===== src/rtl/drs_pkg.sv =====
// drs_pkg: shared types and constants of the disk request scheduler.
// No dependencies.
`timescale 1ns / 1ps
package drs_pkg;

  localparam int DRS_MAX_REQUESTS = 32;
  localparam int DRS_TOP_TRACK    = 1023;

  localparam int TRACK_W  = 10;
  localparam int POS_W    = 16;   // head position and seek distance
  localparam int MOVE_W   = 16;
  localparam int IDX_W    = 6;    // enough for 64 cells
  localparam int CFG_IDX_W = 2;
  localparam int CFG_DATA_W = 10;

  typedef enum logic [1:0] {
    POL_FCFS  = 2'd0,
    POL_SSTF  = 2'd1,
    POL_SCAN  = 2'd2,
    POL_CSCAN = 2'd3
  } policy_t;

  localparam logic [CFG_IDX_W-1:0] REG_POLICY      = 2'd0;
  localparam logic [CFG_IDX_W-1:0] REG_START_TRACK = 2'd1;
  localparam logic [CFG_IDX_W-1:0] REG_DIRECTION   = 2'd2;

  // best candidate so far, handed from cell to cell
  typedef struct packed {
    logic               found;
    logic [POS_W-1:0]   key;
    logic [IDX_W-1:0]   idx;
    logic [TRACK_W-1:0] track;
  } token_t;

endpackage


===== src/rtl/drs_cell.sv =====
// drs_cell: one request slot of the scheduler chain plus its compare stage.
// Depends on drs_pkg.
`timescale 1ns / 1ps
module drs_cell import drs_pkg::*; #(
  parameter int CELL_INDEX = 0,
  parameter int CNT_W      = 6
) (
  input  logic               clk,
  input  logic               rst_n,
  input  logic               load_en,
  input  logic [TRACK_W-1:0] load_track,
  input  logic [CNT_W-1:0]   count,
  input  logic               clr,
  input  logic               mark_en,
  input  logic [IDX_W-1:0]   mark_idx,
  input  logic [POS_W-1:0]   head,
  input  policy_t            policy,
  input  logic               up,
  input  token_t             tok_in,
  output token_t             tok_out
);

  localparam logic [CNT_W-1:0] MY_CNT = CNT_W'(CELL_INDEX);
  localparam logic [IDX_W-1:0] MY_IDX = IDX_W'(CELL_INDEX);

  logic [TRACK_W-1:0] track_r;
  logic               served_r;
  token_t             tok_r;

  logic [POS_W-1:0] t_ext;
  logic [POS_W-1:0] seek_dist;
  logic [POS_W-1:0] key;
  logic             in_dir;
  logic             eligible;
  logic             better;

  always_comb begin
    t_ext  = POS_W'(track_r);
    seek_dist = (t_ext > head) ? (t_ext - head) : (head - t_ext);
    in_dir = up ? (t_ext >= head) : (t_ext <= head);
    eligible = (MY_CNT < count) && !served_r &&
               ((policy == POL_FCFS) || (policy == POL_SSTF) || in_dir);
    key    = (policy == POL_FCFS) ? '0 : seek_dist;
    better = eligible && (!tok_in.found || (key < tok_in.key));
  end

  always_ff @(posedge clk) begin
    if (load_en && (count == MY_CNT)) begin
      track_r <= load_track;
    end
    if (better) begin
      tok_r <= '{found: 1'b1, key: key, idx: MY_IDX, track: track_r};
    end else begin
      tok_r <= tok_in;
    end
  end

  always_ff @(posedge clk) begin
    if (!rst_n) begin
      served_r <= 1'b0;
    end else if (clr || (load_en && (count == MY_CNT))) begin
      served_r <= 1'b0;
    end else if (mark_en && (mark_idx == MY_IDX)) begin
      served_r <= 1'b1;
    end
  end

  assign tok_out = tok_r;

endmodule


===== src/rtl/disk_request_scheduler_top.sv =====
// Disk request scheduler: loads one request per cycle while idle, then serves the batch.
// Scheduling: a beat with last_request starts it; each served request and each
// SCAN/C-SCAN edge run takes a chain pass in the search state, then a decide state.
// Loading runs at one beat a cycle while idle; busy stays high until the final result beat.
// Reset: synchronous active-low rst_n clears control, counts, marks and configuration.
// Results appear for one cycle on out_valid; the receiver cannot stall. Uses drs_cell.
`timescale 1ns / 1ps
module disk_request_scheduler_top import drs_pkg::*; #(
  parameter int MAX_REQUESTS = DRS_MAX_REQUESTS,
  parameter int TOP_TRACK    = DRS_TOP_TRACK
) (
  input  logic                  clk,
  input  logic                  rst_n,
  // configuration
  input  logic                  cfg_we,
  input  logic [CFG_IDX_W-1:0]  cfg_index,
  input  logic [CFG_DATA_W-1:0] cfg_wdata,
  // request beats
  input  logic                  start,
  output logic                  busy,
  input  logic [TRACK_W-1:0]    in_track,
  input  logic                  in_last_request,
  // result beats
  output logic                  out_valid,
  output logic [TRACK_W-1:0]    out_served_track,
  output logic [MOVE_W-1:0]     out_movement_so_far,
  output logic                  out_final_result,
  output logic                  out_overflowed
);

  localparam int CNT_W = $clog2(MAX_REQUESTS + 1);
  localparam logic [CNT_W-1:0] CNT_MAX  = CNT_W'(MAX_REQUESTS);
  localparam logic [CNT_W-1:0] SRCH_END = CNT_W'(MAX_REQUESTS - 1);
  localparam logic [POS_W-1:0] TOP_POS  = POS_W'(TOP_TRACK);
  localparam logic [MOVE_W+1:0] MOVE_SAT = {2'b00, {MOVE_W{1'b1}}};

  typedef enum logic [2:0] {
    ST_IDLE   = 3'b001,
    ST_SEARCH = 3'b010,
    ST_DECIDE = 3'b100
  } state_t;

  // configuration registers
  policy_t             policy_r;
  logic [TRACK_W-1:0]  start_track_r;
  logic                direction_up_r;

  // control
  state_t              state_r, state_nxt;
  logic [CNT_W-1:0]    count_r, count_nxt;
  logic [CNT_W-1:0]    emitted_r, emitted_nxt;
  logic [CNT_W-1:0]    srch_r, srch_nxt;
  logic                ovf_r, ovf_nxt;
  logic                up_r, up_nxt;
  policy_t             pol_r, pol_nxt;
  logic [POS_W-1:0]    head_r, head_nxt;
  logic [MOVE_W-1:0]   move_r, move_nxt;

  // result register
  logic                out_valid_r, out_valid_nxt;
  logic [TRACK_W-1:0]  out_track_r, out_track_nxt;
  logic [MOVE_W-1:0]   out_move_r, out_move_nxt;
  logic                out_final_r, out_final_nxt;
  logic                out_ovf_r, out_ovf_nxt;

  // chain control
  logic                accept;
  logic                load_en;
  logic                clr;
  logic                mark_en;
  token_t              tok [0:MAX_REQUESTS];
  token_t              win;

  logic [POS_W-1:0]    seek;
  logic [MOVE_W+1:0]   sum;
  logic [CNT_W-1:0]    emitted_inc;

  assign accept  = start && (state_r == ST_IDLE);
  assign load_en = accept && (count_r != CNT_MAX);
  assign tok[0]  = '0;
  assign win     = tok[MAX_REQUESTS];
  assign emitted_inc = emitted_r + CNT_W'(1);

  // row of request cells; the best candidate ripples one cell per cycle
  for (genvar g = 0; g < MAX_REQUESTS; g++) begin : g_cell
    drs_cell #(
      .CELL_INDEX (g),
      .CNT_W      (CNT_W)
    ) u_cell (
      .clk        (clk),
      .rst_n      (rst_n),
      .load_en    (load_en),
      .load_track (in_track),
      .count      (count_r),
      .clr        (clr),
      .mark_en    (mark_en),
      .mark_idx   (win.idx),
      .head       (head_r),
      .policy     (pol_r),
      .up         (up_r),
      .tok_in     (tok[g]),
      .tok_out    (tok[g+1])
    );
  end

  // configuration writes
  always_ff @(posedge clk) begin
    if (!rst_n) begin
      policy_r       <= POL_FCFS;
      start_track_r  <= '0;
      direction_up_r <= 1'b1;
    end else if (cfg_we) begin
      unique case (cfg_index)
        REG_POLICY:      policy_r       <= policy_t'(cfg_wdata[1:0]);
        REG_START_TRACK: start_track_r  <= cfg_wdata[TRACK_W-1:0];
        REG_DIRECTION:   direction_up_r <= cfg_wdata[0];
        default: ;
      endcase
    end
  end

  // seek length for this decision: to the winner, or an edge run
  always_comb begin
    seek = '0;
    if (win.found) begin
      seek = (POS_W'(win.track) > head_r) ? (POS_W'(win.track) - head_r)
                                          : (head_r - POS_W'(win.track));
    end else if (pol_r == POL_SCAN) begin
      seek = up_r ? (TOP_POS - head_r) : head_r;
    end else begin
      seek = TOP_POS - head_r;
    end
  end

  always_comb begin
    // C-SCAN adds the return jump from the top edge to track zero
    sum = {2'b00, move_r} + {2'b00, seek};
    if (!win.found && (pol_r == POL_CSCAN)) begin
      sum = sum + {2'b00, TOP_POS};
    end
    if (sum > MOVE_SAT) begin
      sum = MOVE_SAT;
    end
  end

  always_comb begin
    state_nxt   = state_r;
    count_nxt   = count_r;
    emitted_nxt = emitted_r;
    srch_nxt    = srch_r;
    ovf_nxt     = ovf_r;
    up_nxt      = up_r;
    pol_nxt     = pol_r;
    head_nxt    = head_r;
    move_nxt    = move_r;
    clr         = 1'b0;
    mark_en     = 1'b0;
    out_valid_nxt = 1'b0;
    out_track_nxt = out_track_r;
    out_move_nxt  = out_move_r;
    out_final_nxt = out_final_r;
    out_ovf_nxt   = out_ovf_r;

    unique case (state_r)
      ST_IDLE: begin
        if (accept) begin
          if (load_en) begin
            count_nxt = count_r + CNT_W'(1);
          end else begin
            ovf_nxt = 1'b1;
          end
          if (in_last_request) begin
            head_nxt    = POS_W'(start_track_r);
            move_nxt    = '0;
            emitted_nxt = '0;
            srch_nxt    = '0;
            pol_nxt     = policy_r;
            up_nxt      = (policy_r == POL_SCAN) ? direction_up_r : 1'b1;
            state_nxt   = ST_SEARCH;
          end
        end
      end
      ST_SEARCH: begin
        srch_nxt = srch_r + CNT_W'(1);
        if (srch_r == SRCH_END) begin
          state_nxt = ST_DECIDE;
        end
      end
      ST_DECIDE: begin
        srch_nxt = '0;
        move_nxt = sum[MOVE_W-1:0];
        state_nxt = ST_SEARCH;
        if (win.found) begin
          head_nxt      = POS_W'(win.track);
          mark_en       = 1'b1;
          emitted_nxt   = emitted_inc;
          out_valid_nxt = 1'b1;
          out_track_nxt = win.track;
          out_move_nxt  = sum[MOVE_W-1:0];
          out_final_nxt = (emitted_inc == count_r);
          out_ovf_nxt   = ovf_r;
          if (emitted_inc == count_r) begin
            // batch done: empty the row for the next one
            clr       = 1'b1;
            count_nxt = '0;
            ovf_nxt   = 1'b0;
            state_nxt = ST_IDLE;
          end
        end else if (pol_r == POL_SCAN) begin
          head_nxt = up_r ? TOP_POS : '0;
          up_nxt   = !up_r;
        end else begin
          head_nxt = '0;
        end
      end
      default: state_nxt = ST_IDLE;
    endcase
  end

  always_ff @(posedge clk) begin
    if (!rst_n) begin
      state_r     <= ST_IDLE;
      count_r     <= '0;
      emitted_r   <= '0;
      srch_r      <= '0;
      ovf_r       <= 1'b0;
      up_r        <= 1'b1;
      pol_r       <= POL_FCFS;
      head_r      <= '0;
      move_r      <= '0;
      out_valid_r <= 1'b0;
    end else begin
      state_r     <= state_nxt;
      count_r     <= count_nxt;
      emitted_r   <= emitted_nxt;
      srch_r      <= srch_nxt;
      ovf_r       <= ovf_nxt;
      up_r        <= up_nxt;
      pol_r       <= pol_nxt;
      head_r      <= head_nxt;
      move_r      <= move_nxt;
      out_valid_r <= out_valid_nxt;
    end
  end

  // result payload
  always_ff @(posedge clk) begin
    out_track_r <= out_track_nxt;
    out_move_r  <= out_move_nxt;
    out_final_r <= out_final_nxt;
    out_ovf_r   <= out_ovf_nxt;
  end

  assign busy                = (state_r != ST_IDLE);
  assign out_valid           = out_valid_r;
  assign out_served_track    = out_track_r;
  assign out_movement_so_far = out_move_r;
  assign out_final_result    = out_final_r;
  assign out_overflowed      = out_ovf_r;

endmodule

===== config.mk =====
export PLATFORM = sky130hd
export DESIGN_NAME = disk_request_scheduler_top
export DESIGN_NICKNAME = d
export VERILOG_FILES = /design/src/rtl/drs_pkg.sv /design/src/rtl/drs_cell.sv /design/src/rtl/disk_request_scheduler_top.sv
export SDC_FILE = /design/constraint.sdc
export NUM_CORES = 2
export LEC_CHECK = 0
export BUFFER_PORTS_ARGS = -buffer_cell sky130_fd_sc_hd__buf_4
export CORE_UTILIZATION = 53
export DETAILED_ROUTE_END_ITERATION = 10
export GPL_TIMING_DRIVEN = 0
export PLACE_DENSITY = 0.66
export SYNTH_ARGS = -nofsm -noshare
export SYNTH_HDL_FRONTEND = slang
export SYNTH_SLANG_ARGS = --single-unit

===== constraint.sdc =====
create_clock -name clk -period 13 [get_ports clk]
set_input_delay 1.3 -clock clk [delete_from_list [all_inputs] [get_ports clk]]
set_output_delay 1.3 -clock clk [all_outputs]
set_load 0.1 [all_outputs]

**Word level (Yosys, flattened, before mapping)**

Index checks and enable logic that the tools add are counted.

- Reduce and logical (&&, ||, !) cells: 374
- Add/sub/neg operators: 72
- Order comparisons: 161
- Bitwise gates (word level): 2
- Multiplexer cells: 175
- Equal/unequal tests: 84

Operators with widths:

| cell | number |
|---|---|
| $mux 16 | 73 |
| $mux 32 | 30 |
| $gt 10x16->1 | 33 |
| $sub 10x16->16 | 33 |
| $sub 16x10->16 | 33 |
| $ge 10x16->1 | 32 |
| $le 10x16->1 | 32 |
| $lt 16x16->1 | 31 |
| $eq 6x5->1 const B | 33 |
| $logic_and 1x1->1 | 162 |
| $eq 6x4->1 const B | 16 |
| $logic_or 1x1->1 | 96 |
| $lt 5x6->1 const A | 16 |
| $reduce_or 2->1 | 33 |
| $logic_not 1->1 | 65 |
| $pmux 16 s2 | 2 |
| $eq 6x3->1 const B | 8 |
| $lt 4x6->1 const A | 8 |
| $mux 1 | 46 |
| $mux 6 | 7 |
| $mux 10 | 4 |
| $mux 33 | 1 |
| $eq 6x2->1 const B | 4 |
| $lt 3x6->1 const A | 4 |
| other kinds (34) | 66 |

- Logic and storage cells: 1076
- Flip-flop bits (word level): 1491
- Output and inout port bits: 30

**Longest topological paths before layout**

- Depth in word-level cells: 10
- Gate-level depth with buffers: 28

**By module**

A second synthesis with hierarchy kept.

- Cells, all modules: 11923
- Area, all modules: 107777.1 um^2

Modules (own cells, without submodules):

| module | cells each | times used | area an instance (um^2) |
|---|---|---|---|
| drs_cell (g_cell[17].u_cell ...) | 348 | 2 | 3206.8 |
| disk_request_scheduler_top | 698 | 1 | 6015.8 |
| drs_cell (g_cell[9].u_cell) | 342 | 1 | 3392.0 |
| drs_cell (g_cell[27].u_cell) | 342 | 1 | 3281.9 |
| drs_cell (g_cell[2].u_cell) | 382 | 1 | 3270.6 |
| drs_cell (g_cell[21].u_cell) | 354 | 1 | 3254.4 |
| drs_cell (g_cell[24].u_cell) | 347 | 1 | 3253.1 |
| drs_cell (g_cell[1].u_cell) | 358 | 1 | 3251.9 |
| drs_cell (g_cell[16].u_cell) | 339 | 1 | 3248.1 |
| drs_cell (g_cell[11].u_cell) | 361 | 1 | 3240.6 |
| drs_cell (g_cell[20].u_cell) | 352 | 1 | 3238.1 |
| drs_cell (g_cell[23].u_cell) | 324 | 1 | 3226.8 |
| drs_cell (g_cell[31].u_cell) | 374 | 1 | 3215.6 |
| drs_cell (g_cell[3].u_cell) | 354 | 1 | 3206.8 |
| 18 more rows | - | - | - |

**Worst setup path after synthesis**

OpenSTA, ideal clock, no wires.

- Kind: flip-flop to flip-flop
- From: reg head_r[1]
- To: reg out_move_r[0] (netlist: out_movement_so_far[0]), data pin
- Path buffers: 2
- Clock period less this slack: 10.497 ns
- Required time: 12.742 ns
- Setup slack: 2.503 ns
- Cell stages (with the launch flop): 27
- Data arrival time: 10.239 ns
- Cell sequence: dfxtp_1 > inv_1 > fa_1 > a21oi_1 > o21ai_0 > a2111o_1 > nand3_1 > nand2_1 > mux2_2 > o21ai_1 > nor2b_1 > a311oi_1 > xor2_1 > a21oi_1 > ha_1 > a21oi_1 > o21bai_1 > a21o_1 > a41oi_1 > xnor2_1 > nand4_1 > nor3_2 > nand3b_1 > mux2_2 > buf_4 > buf_2 > nand2_1

- Longest elaborated chain between the ends: 9
- Elaborated cells between the ends (all ways): 13
- Those cells by class: add/sub: 5; order compare: 2; mux: 6

Ends and longest elaborated chain:

| item | RTL line | text |
|---|---|---|
| from (decl) | disk_request_scheduler_top.sv:56 | `logic [POS_W-1:0] head_r, head_nxt;` |
| from (signal assigned) | disk_request_scheduler_top.sv:240 | `head_r <= head_nxt;` |
| $sub 10x16->16 | disk_request_scheduler_top.sv:129, disk_request_scheduler_top.sv:131 |  |
| $mux 16 | disk_request_scheduler_top.sv:129 | `seek = up_r ? (TOP_POS - head_r) : head_r;` |
| $mux 16 | disk_request_scheduler_top.sv:128 | `end else if (pol_r == POL_SCAN) begin` |
| $mux 16 * | disk_request_scheduler_top.sv:125 | `if (win.found) begin` |
| $add 16x16->17 * | disk_request_scheduler_top.sv:137 | `sum = {2'b00, move_r} + {2'b00, seek};` |
| $add 17x10->18 | disk_request_scheduler_top.sv:139 | `sum = sum + {2'b00, TOP_POS};` |
| $mux 18 * | disk_request_scheduler_top.sv:138 | `if (!win.found && (pol_r == POL_CSCAN)) begin` |
| $gt 18x16->1 | disk_request_scheduler_top.sv:141 | `if (sum > MOVE_SAT) begin` |
| $mux 16 * | disk_request_scheduler_top.sv:141 |  |
| named net sum[0] | disk_request_scheduler_top.sv:75 | `logic [MOVE_W+1:0] sum;` |
| to (signal assigned) | disk_request_scheduler_top.sv:249 | `out_move_r <= out_move_nxt;` |
| to (decl) | disk_request_scheduler_top.sv:62 | `logic [MOVE_W-1:0] out_move_r, out_move_nxt;` |

Mark *: on every way through the listed nets, which the timed path passes. The rest lies on a longest branch.
A chain may end at the register's enable or synchronous reset.

**Final worst setup path**

- From: reg pol_r[1]
- To: reg g_cell[31].u_cell.tok_r, in the netlist g_cell[31].u_cell.tok_out[5]

- Longest elaborated chain between the ends: 6
- Elaborated cells between the ends (all ways): 10
- Those cells by class: order compare: 1; eq/ne: 1; mux: 2; reduce/logical: 6

Ends and longest elaborated chain:

| item | RTL line | text |
|---|---|---|
| from (decl) | disk_request_scheduler_top.sv:55 | `policy_t pol_r, pol_nxt;` |
| from (signal assigned) | disk_request_scheduler_top.sv:239 | `pol_r <= pol_nxt;` |
| $logic_not 2->1 or $eq 2x1->1 (tied branches) | drs_cell.sv:42, drs_cell.sv:43 |  |
| $mux 16 or $logic_or 1x1->1 (tied branches) | drs_cell.sv:43, drs_cell.sv:42 |  |
| $lt 16x16->1 or $logic_or 1x1->1 (tied branches) | drs_cell.sv:44, drs_cell.sv:42 |  |
| $logic_or 1x1->1 or $logic_and 1x1->1 (tied branches) | drs_cell.sv:44, drs_cell.sv:41 |  |
| $logic_and 1x1->1 * | drs_cell.sv:44 | `better = eligible && (!tok_in.found \|\| (key < tok_in.key));` |
| $mux 10 * | drs_cell.sv:51 | `if (better) begin` |
| to (signal assigned) | drs_cell.sv:52 | `tok_r <= '{found: 1'b1, key: key, idx: MY_IDX, track: track_r};` |
| to (signal assigned) | drs_cell.sv:54 | `tok_r <= tok_in;` |
| to (decl) | drs_cell.sv:28 | `token_t tok_r;` |

Mark *: on every way between the ends. The rest lies on a longest branch, timed or not.

==> out/qor.yml <==
drtIter0Drc: 7311
run_status: "complete, but fails checks"
path_clk_slew_ns: 0.06
criticalPathCategory: "reg -> reg"
cts_buffers: 159
grt_pass1_wl_mm: 442
syn_nets: 10700
whs_path_depth: 1
p_leak_nw: 42.8
synth_compound_area_share_pct: 16.8
cp_max_fo: 10
track_usage_pct: 35.6
hold_start: "g_cell[28].u_cell.tok_out[12]$_SDFF_PP1_"
grt_max_degree: 41
critPathSlowestCell: "buf_1"
syn_area_um2: 87300
ir_drop_uv: 148
synth_top_family_by_area: "adder cells"
layout.nets: 10900
start_util_pct: 53.5
ys_async_sr_fraction_pct: 0
final_common_cell: "ha_1"
worstSkewPairLatency_ns: 0.85
p_switching_mw: 2.92
grt_pass1_vias: 69100
tightest_slew_ns: 1.50
p_clk_share_pct: 43.8
syn_avg_cell_area_um2: 9.27
synth_area_leaders: "dfxtp_1 (25%), ha_1 (16%), edfxtp_1 (12%), mux2_2 (5.0%), inv_1 (4.3%)"
root_buffer: "clkbuf_16"
crit_chain: "nor2_1 -> clkbuf_2 -> buf_2 -> buf_2 -> clkbuf_2 -> buf_1 -> clkbuf_1 -> buf_1 -> nor2_1 -> ha_1 -> a21o_1 -> a21oi_1 -> nor2_1 -> a2111oi_0 -> o21bai_1 -> a21oi_1 -> o21ai_0 -> a21o_1 -> clkbuf_1 -> mux2_2"
r2r_setup_slack_ns: 3.72
finalSetupViolCount: 0
syn_to_final_growth_pct: 11.0
die_w_um: 408
fin_area_um2: 96900
violations: "capacitance limit, slew limit"
cts_tree: "done"
drive_above_1_share_pct: 10.7
skew_ns: 0.0340
cts_setup_buffers: 0
cp-start-kind: "flop"
dp_hpwl_mm: 223
critPathTopFamily: "buffers and inverters"
cts.htree.levels: 4
drc: 0
maxSlewViolCount: 10
via_per_inst: 5.93
vias: 71100
place.gp.congestion: 0.958
core_um2: 163000
clk_path_buf_depth: 3
grt-ovfl-total: 0
dp_slack_ns: 3.95
max_stage_delay_ns: 1.16
hold_buffers: 0
period_needed_ns: 9.28
io_pins: 57
timing.rr.start: "pol_r[1]$_SDFFE_PN0P_"
synth_xor_area_share_pct: 3.43
path_buf_inv: 8
power_density_nw_per_um2: 113
hold_viol: 0
final_cell_mix: "ha_1 (1,147), dfxtp_1 (1,064), inv_1 (990)"
die_h_um: 408
switching_share_pct: 26.6
rsz0062_at_grt: "no"
io_buffers: 56
clkSinkCount: 1422
ys_types: 109
crit_top_cell: "nor2_1"
hold_class: "reg -> reg"
drv_cap: 2
worstPathRequired_ns: 13.73
synth_warnings: 0
power_frac_seq_pct: 45.2
post_cts_resized: 0
crit_arrival_ns: 10.01
synth_top_area_share_pct: 24.6
p_comb_share_pct: 11.0
clock.fmax_mhz: 108
crit_path_end_kind: "flop"
fin_ws_ns: 3.72
antenna_found_initial: 18
placed_area_um2: 91200
worst-r2r-cell-count: 20
drt_wl_total_mm: 303
fin_crit_sh_pct: 71.4
max_slew_margin_pct: -0.159
r2r_end: "g_cell[31].u_cell.tok_out[5]$_DFF_P_"
ys_seq_elements: 1422
synth_largest_area_cell: "dfxtp_1"
ys_seq_area_share_pct: 36.6
ys.flop_type: "dfxtp_1"
wire_per_inst_um: 25.3
ant_nets: 0
rows: 148
synth-simple-area-share_pct: 11.5
firstDrtPassIters: 7
die-area_um2: 166000
intPower_mw: 8.05
syn_inst: 9415
synth_edf_count: 348
synth_adder_area_share_pct: 18.0
holdPathEnd: "g_cell[29].u_cell.tok_out[12]$_SDFF_PP1_"
synth_mux_area_share_pct: 7.72
==> stage by stage <==
stage	total power, mW	setup TNS (ns)	hold slack [ns]	cells	util (%)
global route	11.3	0	0.424	12000	59.4
finish	11.0	0	0.411	12000	59.4
detailed placement	6.22	0	0.396	11700	55.9
CTS	11.0	0	0.410	12000	59.4
floorplan	5.77	0	0.386	9415	-
global placement	6.21	-3003.17	0.392	11600	55.4
==> cell type report <==
cell class | instances | area [um^2]
Fill cell | 14200 | 66200
Clock inverter | 90 | 1160
Antenna cell | 6 | 15.0
Inverter | 1004 | 3800
Sequential cell | 1422 | 32000
Buffer | 352 | 1550
Clock buffer | 207 | 4500
Timing Repair Buffer | 90 | 1120
Tap cell | 2175 | 2720
Multi-Input combinational cell | 6637 | 50100
==> sequential cells by signal (all words and copies together), names as in the netlist, 3 cells and up <==
signal,count
g_cell.u_cell.track_r,320
start_track_r,10
out_movement_so_far,16
g_cell.u_cell.tok_out,977
state_r,3
count_r,6
out_served_track,10
emitted_r,6
move_r,16
g_cell.u_cell.served_r,32
head_r,10
srch_r,6
==> worst reg2reg max path, stage by stage (launching register included) <==
cell	delay, ns
dfxtp_1	0.52
nor2_1	0.26
clkbuf_2	0.75
buf_2	0.73
buf_2	0.76
clkbuf_2	0.77
buf_1	1.17
clkbuf_1	0.84
buf_1	0.70
nor2_1	0.16
ha_1	0.31
a21o_1	0.16
a21oi_1	0.16
nor2_1	0.06
a2111oi_0	0.38
o21bai_1	0.10
a21oi_1	0.16
o21ai_0	0.14
a21o_1	0.30
clkbuf_1	0.34
mux2_2	0.37
==> worst max-delay path by stage <==
stage / from / end / slack [ns] / cells past startpoint
2_1_floorplan: head_r[1]$_SDFFE_PN0P_ / out_movement_so_far[0]$_DFFE_PP_ / 2.50 / 26
5_1_grt: pol_r[1]$_SDFFE_PN0P_ / g_cell[31].u_cell.tok_out[7]$_DFF_P_ / 3.82 / 20
6_report: pol_r[1]$_SDFFE_PN0P_ / g_cell[31].u_cell.tok_out[5]$_DFF_P_ / 3.72 / 20
3_5_place_dp: pol_r[1]$_SDFFE_PN0P_ / g_cell[31].u_cell.tok_out[5]$_DFF_P_ / 3.95 / 20
3_3_place_gp: head_r[1]$_SDFFE_PN0P_ / out_movement_so_far[11]$_DFFE_PP_ / -4.21 / 24
4_1_cts: pol_r[1]$_SDFFE_PN0P_ / g_cell[31].u_cell.tok_out[5]$_DFF_P_ / 3.92 / 20
==> metal layers <==
metal	routed length, um	vias up	share of wire (%)	global-route usage (%)
met5	69	-	0.023	0
met4	15500	10	5.1	16.2
met3	23500	668	7.7	5.68
met2	135000	2995	45	56.5
met1	129000	34100	43	47.5
li1	-	33200	-	-
==> power groups by stage <==
stage               clock network (mW)  logic [mW]  registers (mW)
floorplan                            0       0.803            4.97
global placement                     0        1.15            5.06
detailed placement                   0        1.18            5.05
CTS                               4.86        1.19            4.95
global route                      5.03        1.31            4.97
finish                            4.80        1.21            4.96
==> logic make-up after synthesis <==
group | count (synthesis)
compound gates | 2320
xor+xnor | 342
fa+ha+maj | 1214
buf+inv | 1356
flops | 1422
mux | 623
simple gates | 2138
==> cells in the mapped netlist, drive strengths merged, types with 86 or more instances <==
library cell	n
ha	1147
dfxtp	1074
inv	1003
nand2	681
a21oi	677
o21ai	653
nor2	621
mux2	396
edfxtp	348
a21o	324
mux2i	227
xnor2	208
clkbuf	207
buf	145
nor2b	144
xor2	134
nand3	116
nor3	116
nand4	112
nand2b	98
o21bai	86
Note: power is estimated with default switching activity, not from simulation.
